[config.mk]
export PLATFORM = sky130hd
export DESIGN_NAME = neighbor_history_steering_core
export DESIGN_NICKNAME = d
export VERILOG_FILES = /design/src/rtl/nhs_pkg.sv /design/src/rtl/nhs_front.sv /design/src/rtl/nhs_back.sv /design/src/rtl/neighbor_history_steering_core.sv
export SDC_FILE = /design/constraint.sdc
export NUM_CORES = 1
export LEC_CHECK = 0
export BUFFER_PORTS_ARGS = -buffer_cell sky130_fd_sc_hd__clkbuf_2
export CAP_MARGIN = 25
export CORE_MARGIN = 5
export CORE_UTILIZATION = 40
export CTS_CLUSTER_DIAMETER = 150
export DETAILED_ROUTE_END_ITERATION = 16
export PLACE_DENSITY = 0.65
export SYNTH_ARGS = -nofsm -noshare
export SYNTH_HDL_FRONTEND = slang
export SYNTH_SLANG_ARGS = --single-unit
[constraint.sdc]
create_clock -name clock -period 6.1 [get_ports clock]
set_input_delay 0 -clock clock [delete_from_list [all_inputs] [get_ports clock]]
set_output_delay 0 -clock clock [all_outputs]
set_load 0.02 [all_outputs]
[src/rtl/nhs_pkg.sv]
// Shared constants, codes and types of the neighbor history steering block.
`default_nettype none

package nhs_pkg;

   // Ring size and the widths that follow from it.
   localparam int HISTORY_DEPTH = 8;
   localparam int PTR_W = (HISTORY_DEPTH > 1) ? $clog2(HISTORY_DEPTH) : 1;
   localparam int CNT_W = $clog2(HISTORY_DEPTH + 1);
   localparam int SUM_W = $clog2(HISTORY_DEPTH * 255 + 1);
   localparam int DIV_STEPS = (SUM_W + 1) / 2;
   localparam int DIV_W = 2 * DIV_STEPS;
   localparam int STEP_W = (DIV_STEPS > 1) ? $clog2(DIV_STEPS) : 1;

   // Configuration register indexes.
   localparam int CSR_IDX_W = 3;
   localparam logic [CSR_IDX_W-1:0] CSR_TARGET_ID       = 3'd0;
   localparam logic [CSR_IDX_W-1:0] CSR_FENCE_ID        = 3'd1;
   localparam logic [CSR_IDX_W-1:0] CSR_FENCE_RANGE     = 3'd2;
   localparam logic [CSR_IDX_W-1:0] CSR_ANONYMOUS_ID    = 3'd3;
   localparam logic [CSR_IDX_W-1:0] CSR_BOUND_TOLERANCE = 3'd4;

   localparam logic [7:0] TOL_RESET  = 8'd2;
   localparam logic [7:0] SLOT_EMPTY = 8'hFF;

   // Item operations.
   localparam logic OP_ADD   = 1'b0;
   localparam logic OP_CLEAR = 1'b1;

   // Steering commands.
   localparam logic [1:0] CMD_NONE = 2'd0;
   localparam logic [1:0] CMD_FWD  = 2'd1;
   localparam logic [1:0] CMD_CW   = 2'd2;
   localparam logic [1:0] CMD_CCW  = 2'd3;

   // Steering ladder thresholds.
   localparam logic [7:0]        ORBIT_CW_MAX  = 8'd40;
   localparam logic [7:0]        ORBIT_FWD_LIM = 8'd45;
   localparam logic signed [7:0] DIFF_FWD_MAX  = -8'sd2;
   localparam logic signed [7:0] DIFF_CCW_NEAR = 8'sd8;
   localparam logic signed [7:0] DIFF_CW_MID   = 8'sd18;
   localparam logic signed [7:0] DIFF_CCW_FAR  = 8'sd28;
   localparam logic signed [7:0] DIFF_CW_FAR   = 8'sd48;

   typedef struct packed {
      logic [7:0] target_id;
      logic [7:0] fence_id;
      logic [7:0] fence_range;
      logic [7:0] anonymous_id;
      logic [7:0] bound_tolerance;
   } cfg_type;

   typedef struct packed {
      logic       op;
      logic [7:0] sender_id;
      logic [7:0] gradient;
      logic [7:0] distance;
   } item_type;

   typedef struct packed {
      logic     valid;
      item_type item;
   } queue_head_type;

   typedef struct packed {
      logic       full_res;
      logic [7:0] top_gradient;
      logic       heard_target;
      logic       on_bound;
      logic [1:0] steer_cmd;
   } result_type;

endpackage

`default_nettype wire

[src/rtl/nhs_front.sv]
// Input side: classifies items and holds them in a two-entry queue.
`default_nettype none

module nhs_front (
   input  wire logic                  clock,
   input  wire logic                  reset,
   input  wire logic                  req_tvalid,
   output logic                       req_tready,
   input  wire logic [23:0]           req_tdata,
   input  wire logic                  req_tuser,
   output nhs_pkg::queue_head_type    head,
   input  wire logic                  pop
);

   nhs_pkg::item_type mem_ff [2];
   logic              wr_ff, wr_in;
   logic              rd_ff, rd_in;
   logic [1:0]        count_ff, count_in;
   nhs_pkg::item_type item;
   logic              push;

   // The kind flag picks the operation; the payload is kept as is.
   always_comb begin
      item.op        = req_tuser ? nhs_pkg::OP_CLEAR : nhs_pkg::OP_ADD;
      item.sender_id = req_tdata[7:0];
      item.gradient  = req_tdata[15:8];
      item.distance  = req_tdata[23:16];
   end

   assign req_tready = (count_ff != 2'd2);
   assign push       = req_tvalid && req_tready;
   assign head.valid = (count_ff != 2'd0);
   assign head.item  = mem_ff[rd_ff];

   always_comb begin
      wr_in    = push ? ~wr_ff : wr_ff;
      rd_in    = pop ? ~rd_ff : rd_ff;
      count_in = count_ff + 2'(push) - 2'(pop);
   end

   always_ff @(posedge clock) begin
      if (reset) begin
         wr_ff    <= 1'b0;
         rd_ff    <= 1'b0;
         count_ff <= 2'd0;
      end else begin
         wr_ff    <= wr_in;
         rd_ff    <= rd_in;
         count_ff <= count_in;
      end
   end

   always_ff @(posedge clock) begin
      if (push) begin
         mem_ff[wr_ff] <= item;
      end
   end

endmodule

`default_nettype wire

[src/rtl/nhs_back.sv]
// Work side: updates the history ring, walks its slots, divides and steers.
`default_nettype none

module nhs_back (
   input  wire logic                  clock,
   input  wire logic                  reset,
   input  wire nhs_pkg::cfg_type      cfg,
   input  wire nhs_pkg::queue_head_type head,
   output logic                       pop,
   output logic                       rsp_valid,
   input  wire logic                  rsp_ready,
   output nhs_pkg::result_type        rsp_result
);

   localparam logic [2:0] ST_IDLE  = 3'd0;
   localparam logic [2:0] ST_SCAN  = 3'd1;
   localparam logic [2:0] ST_DIV_A = 3'd2;
   localparam logic [2:0] ST_DIV_B = 3'd3;
   localparam logic [2:0] ST_DONE  = 3'd4;

   localparam int D = nhs_pkg::HISTORY_DEPTH;
   localparam int PW = nhs_pkg::PTR_W;
   localparam int CW = nhs_pkg::CNT_W;
   localparam int SW = nhs_pkg::SUM_W;
   localparam int DW = nhs_pkg::DIV_W;
   localparam int TW = nhs_pkg::STEP_W;

   logic [2:0]     state_ff, state_in;
   logic [7:0]     slot_id_ff [D];
   logic [7:0]     slot_dist_ff [D];
   logic [D-1:0]   valid_ff, valid_in;
   logic [PW-1:0]  wptr_ff, wptr_in;
   logic [7:0]     top_ff, top_in;
   logic [PW-1:0]  scan_ff, scan_in;
   logic [SW-1:0]  sum_a_ff, sum_a_in, sum_b_ff, sum_b_in;
   logic [CW-1:0]  cnt_a_ff, cnt_a_in, cnt_b_ff, cnt_b_in;
   logic [7:0]     min_ff, min_in;
   logic           heard_ff, heard_in;
   logic [7:0]     avg_a_ff, avg_a_in, avg_b_ff, avg_b_in;
   logic [DW-1:0]  dvd_ff, dvd_in, quo_ff, quo_in;
   logic [CW-1:0]  rem_ff, rem_in, dvs_ff, dvs_in;
   logic [TW-1:0]  step_ff, step_in;
   logic           rsp_valid_ff, rsp_valid_in;
   nhs_pkg::result_type rsp_ff, rsp_in;

   logic           slot_we;
   logic           anon;
   logic           rd_valid;
   logic [7:0]     rd_id, rd_dist;
   logic           match_a, match_b;
   logic [SW-1:0]  sum_a_nx, sum_b_nx;
   logic [CW-1:0]  cnt_a_nx, cnt_b_nx;
   logic [CW:0]    r1, r1s, r2, r2s;
   logic           ge1, ge2;
   logic [DW-1:0]  quo_nx;
   logic           div_last;
   nhs_pkg::result_type res;
   logic [8:0]     err;
   logic [7:0]     err_abs;
   logic [7:0]     avg_b_use, base;
   logic signed [7:0] diff;
   logic           out_free;

   assign anon       = (cfg.fence_id == cfg.anonymous_id);
   assign pop        = (state_ff == ST_IDLE) && head.valid;
   assign slot_we    = pop && (head.item.op == nhs_pkg::OP_ADD);
   assign rsp_valid  = rsp_valid_ff;
   assign rsp_result = rsp_ff;
   assign out_free   = !rsp_valid_ff || rsp_ready;

   // Slots that are not valid read as their cleared contents.
   assign rd_valid = valid_ff[scan_ff];
   assign rd_id    = rd_valid ? slot_id_ff[scan_ff] : nhs_pkg::SLOT_EMPTY;
   assign rd_dist  = rd_valid ? slot_dist_ff[scan_ff] : nhs_pkg::SLOT_EMPTY;
   assign match_a  = anon || (cfg.fence_id == rd_id);
   assign match_b  = (cfg.fence_id == rd_id);
   assign sum_a_nx = sum_a_ff + (match_a ? SW'(rd_dist) : SW'(0));
   assign sum_b_nx = sum_b_ff + (match_b ? SW'(rd_dist) : SW'(0));
   assign cnt_a_nx = cnt_a_ff + CW'(match_a);
   assign cnt_b_nx = cnt_b_ff + CW'(match_b);

   // Restoring division, two quotient bits per cycle.
   always_comb begin
      r1     = {rem_ff, dvd_ff[DW-1]};
      ge1    = (r1 >= {1'b0, dvs_ff});
      r1s    = ge1 ? (r1 - {1'b0, dvs_ff}) : r1;
      r2     = {r1s[CW-1:0], dvd_ff[DW-2]};
      ge2    = (r2 >= {1'b0, dvs_ff});
      r2s    = ge2 ? (r2 - {1'b0, dvs_ff}) : r2;
      quo_nx = {quo_ff[DW-3:0], ge1, ge2};
   end
   assign div_last = (step_ff == TW'(nhs_pkg::DIV_STEPS - 1));

   // Result of the finished walk.
   always_comb begin
      res.full_res     = &valid_ff;
      res.top_gradient = top_ff;
      res.heard_target = heard_ff;
      err     = {1'b0, cfg.fence_range} - {1'b0, avg_a_ff};
      err_abs = err[8] ? 8'(-err) : err[7:0];
      if ((cnt_a_ff < CW'(2)) || (sum_a_ff == '0)) begin
         res.on_bound = 1'b0;
      end else begin
         res.on_bound = (err_abs <= cfg.bound_tolerance);
      end
      avg_b_use = (cnt_b_ff == '0) ? 8'd0 : avg_b_ff;
      base      = anon ? min_ff : avg_b_use;
      diff      = $signed(base - cfg.fence_range);
      priority if (anon && (min_ff <= nhs_pkg::ORBIT_CW_MAX)) begin
         res.steer_cmd = nhs_pkg::CMD_CW;
      end else if (anon && (min_ff < nhs_pkg::ORBIT_FWD_LIM)) begin
         res.steer_cmd = nhs_pkg::CMD_FWD;
      end else if (diff <= nhs_pkg::DIFF_FWD_MAX) begin
         res.steer_cmd = nhs_pkg::CMD_FWD;
      end else if (diff == -8'sd1) begin
         res.steer_cmd = nhs_pkg::CMD_CW;
      end else if (diff == 8'sd0) begin
         res.steer_cmd = nhs_pkg::CMD_FWD;
      end else if (diff == 8'sd1) begin
         res.steer_cmd = nhs_pkg::CMD_CW;
      end else if (diff <= nhs_pkg::DIFF_CCW_NEAR) begin
         res.steer_cmd = nhs_pkg::CMD_CCW;
      end else if (diff <= nhs_pkg::DIFF_CW_MID) begin
         res.steer_cmd = nhs_pkg::CMD_CW;
      end else if (diff <= nhs_pkg::DIFF_CCW_FAR) begin
         res.steer_cmd = nhs_pkg::CMD_CCW;
      end else if (diff <= nhs_pkg::DIFF_CW_FAR) begin
         res.steer_cmd = nhs_pkg::CMD_CW;
      end else begin
         res.steer_cmd = nhs_pkg::CMD_NONE;
      end
   end

   always_comb begin
      state_in     = state_ff;
      valid_in     = valid_ff;
      wptr_in      = wptr_ff;
      top_in       = top_ff;
      scan_in      = scan_ff;
      sum_a_in     = sum_a_ff;
      sum_b_in     = sum_b_ff;
      cnt_a_in     = cnt_a_ff;
      cnt_b_in     = cnt_b_ff;
      min_in       = min_ff;
      heard_in     = heard_ff;
      avg_a_in     = avg_a_ff;
      avg_b_in     = avg_b_ff;
      dvd_in       = dvd_ff;
      quo_in       = quo_ff;
      rem_in       = rem_ff;
      dvs_in       = dvs_ff;
      step_in      = step_ff;
      rsp_in       = rsp_ff;
      rsp_valid_in = rsp_valid_ff && !rsp_ready;
      unique case (state_ff)
         ST_IDLE: begin
            if (head.valid) begin
               if (head.item.op == nhs_pkg::OP_CLEAR) begin
                  valid_in = '0;
                  wptr_in  = '0;
                  top_in   = 8'd0;
               end else begin
                  valid_in[wptr_ff] = 1'b1;
                  wptr_in = (wptr_ff == PW'(D - 1)) ? PW'(0) : wptr_ff + PW'(1);
                  if (top_ff < head.item.gradient) begin
                     top_in = head.item.gradient;
                  end
               end
               scan_in  = '0;
               sum_a_in = '0;
               sum_b_in = '0;
               cnt_a_in = '0;
               cnt_b_in = '0;
               min_in   = 8'hFF;
               heard_in = 1'b0;
               state_in = ST_SCAN;
            end
         end
         ST_SCAN: begin
            sum_a_in = sum_a_nx;
            sum_b_in = sum_b_nx;
            cnt_a_in = cnt_a_nx;
            cnt_b_in = cnt_b_nx;
            min_in   = (rd_dist < min_ff) ? rd_dist : min_ff;
            heard_in = heard_ff || (rd_valid && (rd_id == cfg.target_id));
            scan_in  = scan_ff + PW'(1);
            if (scan_ff == PW'(D - 1)) begin
               dvd_in   = DW'(sum_a_nx);
               dvs_in   = cnt_a_nx;
               rem_in   = '0;
               quo_in   = '0;
               step_in  = '0;
               state_in = ST_DIV_A;
            end
         end
         ST_DIV_A: begin
            dvd_in  = dvd_ff << 2;
            rem_in  = r2s[CW-1:0];
            quo_in  = quo_nx;
            step_in = step_ff + TW'(1);
            if (div_last) begin
               avg_a_in = quo_nx[7:0];
               dvd_in   = DW'(sum_b_ff);
               dvs_in   = cnt_b_ff;
               rem_in   = '0;
               quo_in   = '0;
               step_in  = '0;
               state_in = ST_DIV_B;
            end
         end
         ST_DIV_B: begin
            dvd_in  = dvd_ff << 2;
            rem_in  = r2s[CW-1:0];
            quo_in  = quo_nx;
            step_in = step_ff + TW'(1);
            if (div_last) begin
               avg_b_in = quo_nx[7:0];
               state_in = ST_DONE;
            end
         end
         ST_DONE: begin
            if (out_free) begin
               rsp_in       = res;
               rsp_valid_in = 1'b1;
               state_in     = ST_IDLE;
            end
         end
         default: begin
            state_in = ST_IDLE;
         end
      endcase
   end

   always_ff @(posedge clock) begin
      if (reset) begin
         state_ff     <= ST_IDLE;
         valid_ff     <= '0;
         wptr_ff      <= '0;
         top_ff       <= 8'd0;
         rsp_valid_ff <= 1'b0;
      end else begin
         state_ff     <= state_in;
         valid_ff     <= valid_in;
         wptr_ff      <= wptr_in;
         top_ff       <= top_in;
         rsp_valid_ff <= rsp_valid_in;
      end
   end

   always_ff @(posedge clock) begin
      scan_ff  <= scan_in;
      sum_a_ff <= sum_a_in;
      sum_b_ff <= sum_b_in;
      cnt_a_ff <= cnt_a_in;
      cnt_b_ff <= cnt_b_in;
      min_ff   <= min_in;
      heard_ff <= heard_in;
      avg_a_ff <= avg_a_in;
      avg_b_ff <= avg_b_in;
      dvd_ff   <= dvd_in;
      quo_ff   <= quo_in;
      rem_ff   <= rem_in;
      dvs_ff   <= dvs_in;
      step_ff  <= step_in;
      rsp_ff   <= rsp_in;
      if (slot_we) begin
         slot_id_ff[wptr_ff]   <= head.item.sender_id;
         slot_dist_ff[wptr_ff] <= head.item.distance;
      end
   end

endmodule

`default_nettype wire

[src/rtl/neighbor_history_steering_core.sv]
// Top level of the neighbor history steering block: ports, registers, checks.
`default_nettype none

// Channel   Direction  Signals                         Carries
// req       in         req_tvalid/tready/tdata/tuser   one add or clear item
// rsp       out        rsp_tvalid/tready/tdata         one result item per input item
// csr       in         csr_we/csr_index/csr_wdata      register writes, no read-back
//
// An item waits in a two-entry queue until the back end takes it. From there it
// goes through these steps in order: it updates the ring, walks each slot in
// turn, runs the shared divider twice, and forms the result. The back end holds
// one item. There is no clearing pass after a synchronous reset, since slots
// that are not valid read as the cleared contents. A stalled result waits in
// the output register while the next item is already being worked on.

module neighbor_history_steering_core (
   input  wire logic                          clock,
   input  wire logic                          reset,
   // Input item channel.
   input  wire logic                          req_tvalid,
   output logic                               req_tready,
   // sender_id [7:0], gradient [15:8], distance [23:16]
   input  wire logic [23:0]                   req_tdata,
   // kind [0]
   input  wire logic                          req_tuser,
   // Result item channel.
   output logic                               rsp_tvalid,
   input  wire logic                          rsp_tready,
   // full_res [0], top_gradient [8:1], heard_target [9], on_bound [10],
   // steer_cmd [12:11], zero [15:13]
   output logic [15:0]                        rsp_tdata,
   // Configuration write port.
   input  wire logic                          csr_we,
   input  wire logic [nhs_pkg::CSR_IDX_W-1:0] csr_index,
   input  wire logic [7:0]                    csr_wdata
);

   nhs_pkg::cfg_type        cfg_ff, cfg_in;
   nhs_pkg::queue_head_type head;
   nhs_pkg::result_type     result;
   logic                    pop;

   // Register writes take effect on the following cycle; indexes past the list are dropped.
   always_comb begin
      cfg_in = cfg_ff;
      if (csr_we) begin
         unique case (csr_index)
            nhs_pkg::CSR_TARGET_ID:       cfg_in.target_id       = csr_wdata;
            nhs_pkg::CSR_FENCE_ID:        cfg_in.fence_id        = csr_wdata;
            nhs_pkg::CSR_FENCE_RANGE:     cfg_in.fence_range     = csr_wdata;
            nhs_pkg::CSR_ANONYMOUS_ID:    cfg_in.anonymous_id    = csr_wdata;
            nhs_pkg::CSR_BOUND_TOLERANCE: cfg_in.bound_tolerance = csr_wdata;
            default: begin
               cfg_in = cfg_ff;
            end
         endcase
      end
   end

   always_ff @(posedge clock) begin
      if (reset) begin
         cfg_ff.target_id       <= 8'd0;
         cfg_ff.fence_id        <= 8'd0;
         cfg_ff.fence_range     <= 8'd0;
         cfg_ff.anonymous_id    <= 8'd0;
         cfg_ff.bound_tolerance <= nhs_pkg::TOL_RESET;
      end else begin
         cfg_ff <= cfg_in;
      end
   end

   // The front end accepts and queues items; the back end carries them out.
   nhs_front u_front (
      .clock      (clock),
      .reset      (reset),
      .req_tvalid (req_tvalid),
      .req_tready (req_tready),
      .req_tdata  (req_tdata),
      .req_tuser  (req_tuser),
      .head       (head),
      .pop        (pop)
   );

   nhs_back u_back (
      .clock      (clock),
      .reset      (reset),
      .cfg        (cfg_ff),
      .head       (head),
      .pop        (pop),
      .rsp_valid  (rsp_tvalid),
      .rsp_ready  (rsp_tready),
      .rsp_result (result)
   );

   assign rsp_tdata = {3'b000, result.steer_cmd, result.on_bound, result.heard_target,
                       result.top_gradient, result.full_res};

   // The back end only takes an item that the queue actually holds.
   a_pop_has_item: assert property (@(posedge clock) disable iff (reset)
      pop |-> head.valid)
      else $error("back end popped an empty queue");

   // One item is worked on at a time, so two pops never come back to back.
   a_pop_spaced: assert property (@(posedge clock) disable iff (reset)
      pop |=> !pop)
      else $error("back end popped on consecutive cycles");

   // Reset empties the queue, so input is open right after it.
   a_ready_after_reset: assert property (@(posedge clock)
      reset |=> req_tready)
      else $error("queue not empty after reset");

endmodule

`default_nettype wire
==> parameters.txt, run 1 <==
Parameter                              Value

Placed design
  Global placement routability congestion    0.877
  Quantity of I/O buffers inserted on ports    55
  Placed cell count    1825
  Half-perimeter wire length of the detailed placement result    23.1 mm
  Post-DP Area    17200 µm²

Synthesis
  Number of enable-type register cells in the synthesized netlist    278
  Most common flop cell mapped by yosys    sky130_fd_sc_hd__edfxtp_1
  Synthesized netlist cell count    1262
  Number of distinct library cell variants in the gate-level netlist after synthesis    66
  Count of synthesis-stage warnings from yosys    0
  Netlist Area Pre-Place    around 16000 µm²
  Average cell area after synthesis    12.9 µm²
  Register bit total from synthesis    349
  Share of synthesized registers carrying an async set or reset    0
  Sequential element share of the synthesized area    0.602

Detailed routing
  Total detailed-routing wirelength    34.5 mm
  DR vias    approximately 10k
  DRC violations left    0
  Routed via count divided by cell count    5.20
  Routed length per instance    ~18 µm
  Violation count after the first detailed-routing iteration    622
  Antenna viol nets, final    0
  Initial DRT Pass Iterations    5

Worst setup path
  Cell with the most instances on the worst path    sky130_fd_sc_hd__o21ai_0
  Critical Path Fanout Max    16
  Slowest stage delay, CP    0.67 ns
  Startpoint kind of the worst setup timing path    register
  R2r endpoint    u_back.sum_b_ff[10]$_SDFFCE_PN0P_
  Slowest cell on crit path    sky130_fd_sc_hd__dfxtp_2
  Class of the most critical setup path    reg2reg
  Worst r2r path cells    19
  Signal arrival time at the worst endpoint    5.68 ns
  Required time worst endpoint    6.49 ns
  Kind of end point of the critical path    register
  R2R Setup Slk    roughly 0.81 ns
  Cell Chain, Critical Path    buf_4, mux4_2, mux2i_1, nor3b_1, a32oi_1, a32oi_1, nand3_2, nor2_1, ha_1, inv_1, fa_1, nor2b_1, o21ai_0, a21oi_1, o21ai_0, a21boi_0, o21ai_0, or4_1, nand3_1

Final layout
  # diodes    0
  Non-filler cells in the finished layout    1927
  Multi-input gate area in the final layout    approximately 6000 µm²
  End-of-flow core utilization    0.468
  Fill cells    3526
  Layout overhead on the synthesized area    15.0%
  Fin nets    1496
  Fin area    18700 µm²
  Fraction of layout instances using a drive strength above 1    0.153
  Sequential Area    9770 µm²

STA
  Final setup violation count    0
  Post-route fraction of the period consumed by the critical path    0.868
  Clock Skews    ~0.013 ns
  Final hold viol count    0
  Pins over their slew limit    0
  Final min period    roughly 5.3 ns
  RSZ-0062 raised after global routing    no
  Total negative slack for setup checks    0 ns
  Actual slew at the worst max-slew pin    1.15 ns
  Maximum clock frequency    189 MHz
  Relative slew margins    0.235

CTS
  Level count of the clock H-tree    2
  Clock-pin slew reported for the worst setup and hold paths after clock tree synthesis    approximately 0.060 ns
  Number of buffers inserted for hold repair after clock tree synthesis    35
  Root cell of the clock tree    sky130_fd_sc_hd__clkbuf_16
  Maximum buffer depth of the clock tree    3
  Buffers inserted by post-CTS timing repair    0
  CTS Buf Count    37
  Clk sink count    349
  CTS resizes    0
  Clock latency of the later-clocked register in the worst-skew pair    0.53 ns
  CTS tree    built

Hold path
  Worst hold stages    4
  Startpoint of the most critical hold path    csr_index[2]
  Worst min-delay path endpoint    cfg_ff[1]$_SDFFE_PP1P_
  Hold Path Class    in2reg

GRT
  Total routing usage reported by global routing    0.154
  M3 GR Usage    0.0239
  Wire length of the first global-routing pass    55.1 mm
  Overflow left after global routing    0
  Met2 usage in global routing    0.245
  Busiest metal layer after global routing    met2
  Vias in the first global route    9974
  Pin count of the biggest net entering global routing    62
  Antenna violations before repair    0
  Met1 Resource Use GR    0.226

Floorplanning
  Core Region    39900 µm²
  Number of ports placed on the die boundary    slightly below 60
  Count of standard-cell rows    73
  Initial standard-cell utilization of the core    0.407
  Die area    44700 µm²
  Die Wd    between 200 and 250 µm
  Height of the die    211 µm

Job
  Max-capacitance violation count    0

Pwr
  Overall power    7.48 mW
  Areal power density over the cells    401 nW/µm²
  Leakage component of the power    6.91 nW
  Max IR drop VDD    0.237 mV

Run status
  Result of the run    completed
[cells in the final DEF (no fill, tap or decap), types with 8 or more instances in the layout]
cell type                       instances
sky130_fd_sc_hd__inv_1                 78
sky130_fd_sc_hd__dfxtp_1               70
sky130_fd_sc_hd__nand3_1               23
sky130_fd_sc_hd__xnor2_1               27
sky130_fd_sc_hd__mux2_2                24
sky130_fd_sc_hd__and3_1                11
sky130_fd_sc_hd__nand2_1               88
sky130_fd_sc_hd__mux2i_1               39
sky130_fd_sc_hd__nand2b_1              11
sky130_fd_sc_hd__clkbuf_1               9
sky130_fd_sc_hd__xor2_1                35
sky130_fd_sc_hd__o21a_1                13
sky130_fd_sc_hd__clkbuf_2              55
sky130_fd_sc_hd__nor2b_1               22
sky130_fd_sc_hd__and2_1                15
sky130_fd_sc_hd__ha_1                  75
sky130_fd_sc_hd__dlygate4sd3_1         35
sky130_fd_sc_hd__mux4_2                34
sky130_fd_sc_hd__nor3_1                14
sky130_fd_sc_hd__o21ai_0               39
sky130_fd_sc_hd__a21oi_1               70
sky130_fd_sc_hd__edfxtp_1             278
sky130_fd_sc_hd__nor3b_1                8
sky130_fd_sc_hd__a21o_1                17
sky130_fd_sc_hd__a211oi_1              12
sky130_fd_sc_hd__nor2_1               115
sky130_fd_sc_hd__buf_4                 27
sky130_fd_sc_hd__clkbuf_16             37
[cells by family (layout without fill, tap and decap cells)]
family,Yosys count,count (layout),share of synthesized area
other cells,1,3,0.000231
flops,349,349,0.602
fa+ha+maj,81,81,0.0652
simple gates,348,348,0.103
mux,98,98,0.0893
compound gates,197,197,0.0753
buf+inv,126,264,0.0320
xor+xnor,62,62,0.0335
[per-stage QoR]
stage / setup WS, ns / hold WS [ns]
6_report: 0.808 / 0.0416
4_1_cts: 0.754 / 0.0172
3_3_place_gp: 1.05 / 0.188
3_5_place_dp: 0.802 / 0.193
2_1_floorplan: 1.75 / 0.0989
5_1_grt: 0.217 / 0.0599
[synthesized netlist by cell type, types with 3 or more instances]
| master | count | share of area |
|---|---|---|
| sky130_fd_sc_hd__nand2_1 | 88 | 0.020 |
| sky130_fd_sc_hd__mux2i_1 | 39 | 0.024 |
| sky130_fd_sc_hd__ha_1 | 75 | 0.058 |
| sky130_fd_sc_hd__o31ai_1 | 3 | 0.0014 |
| sky130_fd_sc_hd__edfxtp_1 | 278 | 0.51 |
| sky130_fd_sc_hd__nor2b_1 | 22 | 0.0085 |
| sky130_fd_sc_hd__a21oi_1 | 70 | 0.022 |
| sky130_fd_sc_hd__nor3_1 | 18 | 0.0056 |
| sky130_fd_sc_hd__o211a_1 | 3 | 0.0019 |
| sky130_fd_sc_hd__o21ai_1 | 4 | 0.0012 |
| sky130_fd_sc_hd__buf_6 | 4 | 0.0028 |
| sky130_fd_sc_hd__buf_2 | 4 | 0.0012 |
| sky130_fd_sc_hd__and3_1 | 11 | 0.0042 |
| sky130_fd_sc_hd__fa_1 | 6 | 0.0074 |
| sky130_fd_sc_hd__a21boi_0 | 4 | 0.0019 |
| sky130_fd_sc_hd__nor3b_1 | 9 | 0.0042 |
| sky130_fd_sc_hd__inv_1 | 78 | 0.018 |
| sky130_fd_sc_hd__mux2_2 | 24 | 0.017 |
| sky130_fd_sc_hd__o21bai_1 | 3 | 0.0014 |
| sky130_fd_sc_hd__o21a_1 | 13 | 0.0060 |
| sky130_fd_sc_hd__o211ai_1 | 5 | 0.0023 |
| sky130_fd_sc_hd__or3_1 | 3 | 0.0012 |
| sky130_fd_sc_hd__a21o_1 | 17 | 0.0079 |
| sky130_fd_sc_hd__a211oi_1 | 12 | 0.0056 |
| sky130_fd_sc_hd__xnor2_1 | 27 | 0.015 |
| sky130_fd_sc_hd__dfxtp_1 | 71 | 0.088 |
| sky130_fd_sc_hd__a32oi_1 | 4 | 0.0022 |
| sky130_fd_sc_hd__o21ai_0 | 39 | 0.012 |
| sky130_fd_sc_hd__and2_1 | 15 | 0.0058 |
| sky130_fd_sc_hd__nor2_1 | 117 | 0.027 |
| sky130_fd_sc_hd__mux4_2 | 34 | 0.047 |
| sky130_fd_sc_hd__xor2_1 | 35 | 0.019 |
| sky130_fd_sc_hd__buf_1 | 5 | 0.0012 |
| sky130_fd_sc_hd__buf_4 | 3 | 0.0014 |
| sky130_fd_sc_hd__nand3_1 | 23 | 0.0071 |
| sky130_fd_sc_hd__or4_1 | 4 | 0.0019 |
| sky130_fd_sc_hd__nor4_1 | 6 | 0.0023 |
| sky130_fd_sc_hd__nand4_1 | 6 | 0.0023 |
| sky130_fd_sc_hd__nand2b_1 | 11 | 0.0042 |
| sky130_fd_sc_hd__clkbuf_1 | 30 | 0.0069 |
| sky130_fd_sc_hd__a31oi_1 | 6 | 0.0023 |
[sequential cells by signal (all words and copies together) (netlist names), 4 cells and up, named ones only]
| register | cells |
|---|---|
| u_back.slot_dist_ff | 64 |
| u_back.slot_id_ff | 64 |
| u_front.mem_ff | 50 |
| cfg_ff | 40 |
| u_back.rsp_result | 13 |
| u_back.dvd_ff | 12 |
| u_back.sum_a_ff | 11 |
| u_back.sum_b_ff | 11 |
| u_back.avg_a_ff | 8 |
| u_back.avg_b_ff | 8 |
| u_back.min_ff | 8 |
| u_back.top_ff | 8 |
| u_back.valid_ff | 8 |
| u_back.quo_ff | 6 |
| u_back.cnt_a_ff | 4 |
| u_back.cnt_b_ff | 4 |
| u_back.dvs_ff | 4 |
| u_back.rem_ff | 4 |
[report_power, final]
| part | switching [mW] | leakage, nW | internal (mW) | total [mW] |
|---|---|---|---|---|
| Sequential | 0.228 | 3.12 | 3.07 | 3.30 |
| Clock | 0.904 | 0.540 | 1.19 | 2.09 |
| Combinational | 1.20 | 3.25 | 0.891 | 2.09 |
| Total | 2.33 | 6.91 | 5.15 | 7.48 |
[metal layers]
layer	part of all wire	wire length [µm]
met5	0	0
met4	0.016	547
met3	0.048	1640
met2	0.46	15800
met1	0.48	16600
[worst max-delay path by stage]
stage / start / to / slack [ns] / cells past startpoint
2_1_floorplan: register / u_back.dvd_ff[10]$_DFFE_PP_ / 1.75 / 23
3_3_place_gp: register / u_back.sum_b_ff[10]$_SDFFCE_PN0P_ / 1.05 / 19
3_5_place_dp: register / u_back.sum_b_ff[10]$_SDFFCE_PN0P_ / 0.80 / 19
4_1_cts: register / u_back.sum_b_ff[10]$_SDFFCE_PN0P_ / 0.75 / 19
5_1_grt: register / u_back.sum_b_ff[10]$_SDFFCE_PN0P_ / 0.22 / 19
6_report: register / u_back.sum_b_ff[10]$_SDFFCE_PN0P_ / 0.81 / 19
[critical path: cells and delay by family, from the launching register on]
kind            cells  cell delay, ns
compound gates      7            1.22
fa+ha+maj           2            0.57
buf+inv             2            0.39
flops               1            0.67
mux                 2            0.91
simple gates        6            1.38
[final cells by class]
type                    count  share of cell area
clock buffers              51              0.0551
clock inverters            16             0.00516
inverters                  80              0.0161
multi-input cells         789               0.321
flip-flops and latches    349               0.523
well taps                 525              0.0352
repair buffers            117              0.0444
No activity file was read; power rests on OpenSTA's default activity.
==> run 2: changes to the inputs <==
CELL_PAD_IN_SITES_DETAIL_PLACEMENT = 1   (was default)
CELL_PAD_IN_SITES_GLOBAL_PLACEMENT = 2   (was default)
PLACE_DENSITY = 0.83   (was 0.65)
==> run 2 against run 1 <==
  * First-iteration DRC count decreased by 3.2%
  * Die area unchanged
  * Clock power increased by 12%
  * Maximum frequency increased by 4.6%
  * Critical path type unchanged
  * Critical endpoint unchanged
==> parameters.txt, run 2 (synthesized netlist as in run 1, its figures left out) <==
Parameter                              Value

GRT
  Wire length of the first global-routing pass    62.4 mm (+13%)
  Overflow left after global routing    0 (unchanged)
  Vias in the first global route    11.1k (+11%)
  Total routing usage reported by global routing    0.177 (+0.0224)
  Antenna violations before repair    0 (unchanged)
  Pin count of the biggest net entering global routing    62 (unchanged)

Pwr
  Share of total power in the clock network    0.300 (+0.021)
  Proportion of power drawn by combinational gates    0.278 (-0.002)
  Max IR drop VDD    0.294 mV (+24%)
  Sequential cell fraction of total power    0.422 (-0.019)
  Areal power density over the cells    415 nW/µm² (+3.5%)
  Leakage component of the power    6.99 nW (+1.1%)
  Switching share of total power    0.314 (+0.00246)
  Net switching power figure    2.45 mW (+5.1%)
  Internal power    5.35 mW (+3.9%)

CTS
  CTS Buf Count    38 (+2.7%)
  Root cell of the clock tree    sky130_fd_sc_hd__clkbuf_16
  Clock latency of the later-clocked register in the worst-skew pair    0.55 ns (+0.02 ns)
  Number of buffers inserted for hold repair after clock tree synthesis    35 (unchanged)
  Clock-pin slew reported for the worst setup and hold paths after clock tree synthesis    0.06 ns (about the same)
  Buffers inserted by post-CTS timing repair    0 (unchanged)
  Clk sink count    349 (unchanged)
  CTS tree    built
  CTS resizes    0 (unchanged)
  Level count of the clock H-tree    2 (unchanged)
  Maximum buffer depth of the clock tree    3 (unchanged)

Floorplanning
  Number of ports placed on the die boundary    59 (unchanged)
  Initial standard-cell utilization of the core    0.407 (unchanged)
  Die area    44700 µm² (unchanged)
  Die Wd    211 µm (unchanged)
  Count of standard-cell rows    73 (unchanged)
  Core Region    39900 µm² (unchanged)
  Height of the die    211 µm (unchanged)

Worst setup path
  Critical Path Fanout Max    15 (-1)
  Slowest cell on crit path    sky130_fd_sc_hd__dfxtp_2
  Slowest stage delay, CP    0.64 ns (-0.03 ns)
  Required time worst endpoint    6.51 ns (+0.02 ns)
  Signal arrival time at the worst endpoint    5.47 ns (-0.21 ns)
  Family with the most delay on the worst path    simple AND/OR/NAND/NOR gates
  Number of buffers and inverters on the critical path    1 (-1)
  Kind of end point of the critical path    register
  Class of the most critical setup path    reg2reg
  Cell Chain, Critical Path    mux4_2, mux2i_4, xnor2_1, or4b_1, a32oi_1, nand3_2, nor2_1, ha_1, inv_1, fa_1, nor2b_1, o21ai_0, a21oi_1, o21ai_0, a21boi_0, o21ai_0, or4_1, nand3_1
  Startpoint kind of the worst setup timing path    register
  Cell with the most instances on the worst path    sky130_fd_sc_hd__o21ai_0

Hold path
  Hold Path Class    in2reg

Final layout
  # diodes    0 (unchanged)
  Commonest cells after routing, fill and taps aside    sky130_fd_sc_hd__edfxtp_1, sky130_fd_sc_hd__nor2_1, sky130_fd_sc_hd__nand2_1
  Most common cell after layout, fill and taps aside    sky130_fd_sc_hd__edfxtp_1
  Fill cells    4071 (+15%)
  Multi-input gate area in the final layout    5980 µm² (unchanged)
  Sequential Area    9770 µm² (unchanged)
  Fraction of layout instances using a drive strength above 1    0.156 (+0.00225)
  Fin nets    1495 (-0.067%)
  Layout overhead on the synthesized area    15.9%
  Registers with the most flip-flops    u_back.slot_dist_ff (64), u_back.slot_id_ff (64), u_front.mem_ff (50)

STA
  Pins over their slew limit    0 (unchanged)
  Final min period    5.06 ns (-0.231 ns)
  Actual slew at the worst max-slew pin    1.03 ns (-0.117 ns)
  Final Worst Setup Slack    1.04 ns (+0.231 ns)
  Post-route fraction of the period consumed by the critical path    0.830 (-0.0379)
  Total negative slack for setup checks    0 ns (unchanged)
  RSZ-0062 raised after global routing    no
  Worst-case hold slack    0.0207 ns (-0.0209 ns)
  Maximum clock frequency    198 MHz (+4.6%)
  Final hold viol count    0 (unchanged)
  Final setup violation count    0 (unchanged)
  Relative slew margins    0.309 (+0.0740)
  Clock Skews    0.0240 ns (+0.0114 ns)

Detailed routing
  Highest metal layer with signal wires    met4
  Violation count after the first detailed-routing iteration    602 (-3.2%)
  Antenna viol nets, final    0 (unchanged)
  Routed via count divided by cell count    5.35 (+2.7%)
  DR vias    10.3k (+2.7%)
  Wire length on met1    17.9 mm (+7.9%)
  Sum of met2 wire segment lengths after detailed routing    19.1 mm (+21%)
  Detail Route met3 WL    1.60 mm (-2.6%)
  Routed length per instance    20.4 µm (+14%)
  DRC violations left    0 (unchanged)
  Total detailed-routing wirelength    39.3 mm (+14%)
  Initial DRT Pass Iterations    5 (unchanged)

Placed design
  Quantity of I/O buffers inserted on ports    55 (unchanged)
  Global placement routability congestion    0.764 (-13%)
  Post-placement setup slack    0.975 ns (+0.173 ns)
  Half-perimeter wire length of the detailed placement result    26.9 mm (+17%)

Job
  Max-capacitance violation count    0 (unchanged)

Run status
  Result of the run    completed
-- run 2: final timing paths --
check	start	endpoint	slack [ns]	cells past startpoint
worst min-delay path	csr_index[2]	cfg_ff[1]$_SDFFE_PP1P_	0.02	4
worst max-delay path	register	u_back.sum_b_ff[10]$_SDFFCE_PN0P_	1.04	18
worst max register to register	register	u_back.sum_b_ff[10]$_SDFFCE_PN0P_	1.04	18
worst min register to register	cfg_ff[4]$_SDFFE_PP0P_	cfg_ff[4]$_SDFFE_PP0P_	0.46	2
-- run 2: cell type report --
cell class / count / share of cell area
multi-input combinational: 789 / 0.318
inverter: 80 / 0.0160
clock inverter: 21 / 0.0128
tap: 525 / 0.0349
clock buffer: 47 / 0.0551
sequential: 349 / 0.520
timing repair buffer: 115 / 0.0434
-- run 2: metrics by stage --
step | utilization | std cells | power, mW | cell area, µm²
5_1_grt | 0.471 | 1926 | 8.26 | 18800
2_1_floorplan | - | 1264 | 4.87 | 16200
4_1_cts | 0.471 | 1926 | 7.89 | 18800
3_3_place_gp | 0.430 | 1822 | 5.39 | 17200
6_report | 0.471 | 1926 | 7.80 | 18800
3_5_place_dp | 0.430 | 1823 | 5.49 | 17200
-- run 2: tightest hold or removal path, delay by kind of cell --
family | cells | cell delay, ns
buffers and inverters | 1 | 0.11
AND/OR/NAND/NOR | 3 | 0.41
-- run 2: power by group through the flow --
stage / sequential [mW] / clock (mW) / combinational (mW)
floorplan: 3.23 / 0 / 1.63
global placement: 3.32 / 0 / 2.06
detailed placement: 3.34 / 0 / 2.15
CTS: 3.30 / 2.39 / 2.20
global route: 3.33 / 2.52 / 2.42
finish: 3.29 / 2.34 / 2.17
-- run 2: routing by layer --
metal | track usage | vias to the layer above
li1 | - | 4828
met1 | 0.239 | 5236
met2 | 0.301 | 180
met3 | 0.0279 | 52
met4 | 0.0444 | 0
met5 | 0 | -
==> run 3: changes to the inputs <==
clock period = 5.06 ns   (was 6.1 ns; I/O delays follow)
==> run 3 against run 2 <==
  * Combinational power is 24% higher
  * Worst hold slack improved by 0.025 ns
  * First-iteration DRC count rose by 0.50%
  * Via count down 0.69%
  * Global-route usage rose by 0.070 points
  * Largest power group unchanged
  * Non-clock buffer count grew 13
==> parameters.txt, run 3 (synthesized netlist as in run 1, its figures left out) <==
Parameter                              Value

Final layout
  Layout overhead on the synthesized area    17.3%
  Fin nets    1509 (+0.94%)
  # diodes    0 (unchanged)
  Registers with the most flip-flops    u_back.slot_dist_ff (64), u_back.slot_id_ff (64), u_front.mem_ff (50)
  Fraction of layout instances using a drive strength above 1    0.168 (+0.0124)
  End-of-flow core utilization    0.477 (+0.00561)
  Commonest cells after routing, fill and taps aside    sky130_fd_sc_hd__edfxtp_1, sky130_fd_sc_hd__nor2_1, sky130_fd_sc_hd__nand2_1
  Most common cell after layout, fill and taps aside    sky130_fd_sc_hd__edfxtp_1
  Fill cells    4089 (+0.44%)
  Non-filler cells in the finished layout    1942 (+0.83%)

Worst setup path
  Startpoint kind of the worst setup timing path    register
  Required time worst endpoint    5.31 ns (-1.20 ns)
  Class of the most critical setup path    reg2reg
  Cell Chain, Critical Path    mux4_2, mux2i_4, xnor2_1, or4b_1, a32oi_2, nand3_2, and2_4, nor2_2, ha_1, inv_1, fa_1, nor2b_1, o21ai_0, a21oi_1, o21ai_0, a21oi_1, nand3_1, xor2_1, a21oi_1
  Slowest cell on crit path    sky130_fd_sc_hd__mux4_2
  Cell with the most instances on the worst path    sky130_fd_sc_hd__a21oi_1
  Critical Path Fanout Max    10 (-5)
  Signal arrival time at the worst endpoint    4.97 ns (-0.50 ns)
  Kind of end point of the critical path    register
  Slowest stage delay, CP    0.55 ns (-0.09 ns)

CTS
  Clock latency of the later-clocked register in the worst-skew pair    0.55 ns (about the same)
  Level count of the clock H-tree    2 (unchanged)
  CTS tree    built
  Maximum buffer depth of the clock tree    3 (unchanged)
  CTS Buf Count    39 (+2.6%)
  Clk sink count    349 (unchanged)
  Root cell of the clock tree    sky130_fd_sc_hd__clkbuf_16
  Clock-pin slew reported for the worst setup and hold paths after clock tree synthesis    0.06 ns (about the same)

Pwr
  Leakage component of the power    7.08 nW (+1.3%)
  Areal power density over the cells    506 nW/µm² (+22%)
  Overall power    9.63 mW (+23%)
  Max IR drop VDD    0.361 mV (+23%)

GRT
  Pin count of the biggest net entering global routing    62 (unchanged)
  Total routing usage reported by global routing    0.178 (+0.000704)
  Wire length of the first global-routing pass    62.7 mm (+0.51%)
  Vias in the first global route    11.1k (+0.60%)
  Overflow left after global routing    0 (unchanged)
  Antenna violations before repair    0 (unchanged)

Placed design
  Placed cell count    1835 (+0.66%)
  Half-perimeter wire length of the detailed placement result    26.7 mm (-0.78%)
  Quantity of I/O buffers inserted on ports    55 (unchanged)
  Global placement routability congestion    0.787 (+2.9%)

STA
  Final setup violation count    0 (unchanged)
  Final hold viol count    0 (unchanged)
  Clock Skews    0.0220 ns (-0.00208 ns)
  Relative slew margins    0.344 (+0.0343)
  Total negative slack for setup checks    0 ns (unchanged)
  Pins over their slew limit    0 (unchanged)
  Worst-case hold slack    0.0461 ns (+0.0254 ns)
  Post-route fraction of the period consumed by the critical path    0.931 (+0.101)
  Actual slew at the worst max-slew pin    0.977 ns (-0.0528 ns)
  Maximum clock frequency    212 MHz (+7.4%)
  Final min period    4.71 ns (-0.350 ns)

Detailed routing
  Routed via count divided by cell count    5.27 (-1.5%)
  DRC violations left    0 (unchanged)
  Total detailed-routing wirelength    39.5 mm (+0.40%)
  DR vias    10.2k (-0.69%)
  Violation count after the first detailed-routing iteration    605 (+0.50%)
  Initial DRT Pass Iterations    5 (unchanged)
  Routed length per instance    20.3 µm (-0.43%)
  Antenna viol nets, final    0 (unchanged)

Job
  Max-capacitance violation count    0 (unchanged)

Floorplanning
  Number of ports placed on the die boundary    59 (unchanged)
  Core Region    39900 µm² (unchanged)
  Height of the die    211 µm (unchanged)
  Count of standard-cell rows    73 (unchanged)
  Die area    44700 µm² (unchanged)
  Die Wd    211 µm (unchanged)
  Initial standard-cell utilization of the core    0.407 (unchanged)

Hold path
  Startpoint of the most critical hold path    csr_index[0]
  Hold Path Class    in2reg

Run status
  Result of the run    completed
-- run 3: changes by cell type in the layout (fill, tap and decap cells not counted), moves of 3 or more --
cell,before,now
sky130_fd_sc_hd__buf_4,24,36
sky130_fd_sc_hd__clkinv_2,8,5
sky130_fd_sc_hd__mux2i_1,39,36
sky130_fd_sc_hd__clkinvlp_4,2,6
sky130_fd_sc_hd__clkbuf_8,3,0
-- run 3: final timing paths --
path / end / slack (ns) / cells after the start
worst min register to register: cfg_ff[5]$_SDFFE_PP0P_ / 0.46 / 2
worst max register to register: u_back.dvd_ff[10]$_DFFE_PP_ / 0.35 / 19
worst min-delay path: cfg_ff[10]$_SDFFE_PP0P_ / 0.05 / 4
worst max-delay path: u_back.dvd_ff[10]$_DFFE_PP_ / 0.35 / 19
-- run 3: worst max-delay path, delay by kind of cell, from the launching register on --
family          cells  cell delay, ns
compound gates      6            1.01
xor+xnor            2            0.26
fa+ha+maj           2            0.58
buf+inv             1            0.06
flops               1            0.45
mux                 2            0.77
simple gates        6            1.28
-- run 3: layout make-up --
type	instances	area, µm²	share of cell area
flip-flops and latches	349	9770	0.514
well taps	525	657	0.0345
clock inverters	26	309	0.0162
repair buffers	128	922	0.0485
clock buffers	45	1040	0.0547
inverters	80	300	0.0158
multi-input cells	789	6030	0.317
-- run 3: per-stage QoR --
stage	area, µm²	setup WS [ns]
after floorplan	16200	0.708
after global placement	17300	0.293
after detailed placement	17300	0.0560
after CTS	19000	0.0630
after global routing	19000	-0.0139
final	19000	0.349
-- run 3: power by group --
part	internal, mW	switching (mW)
Combinational	1.13	1.57
Sequential	3.71	0.247
Clock	1.79	1.18
Total	6.63	3.00
-- run 3: repair_timing --
action / 4_1_cts / 5_1_grt
endpoints found under the hold margin: 93 / 0
endpoints found under the setup margin: 1 / 9
resized for setup: 1 / 12
pin swaps: 0 / 3
hold buffers: 35 / 0
buffers inserted: 0 / 1
-- run 3: per-layer routing --
metal,vias up,track usage,part of all wire
li1,4864,-,-
met2,174,0.307,0.49
met5,-,0,0
met4,0,0.0462,0.022
met3,63,0.0261,0.036
met1,5124,0.236,0.45
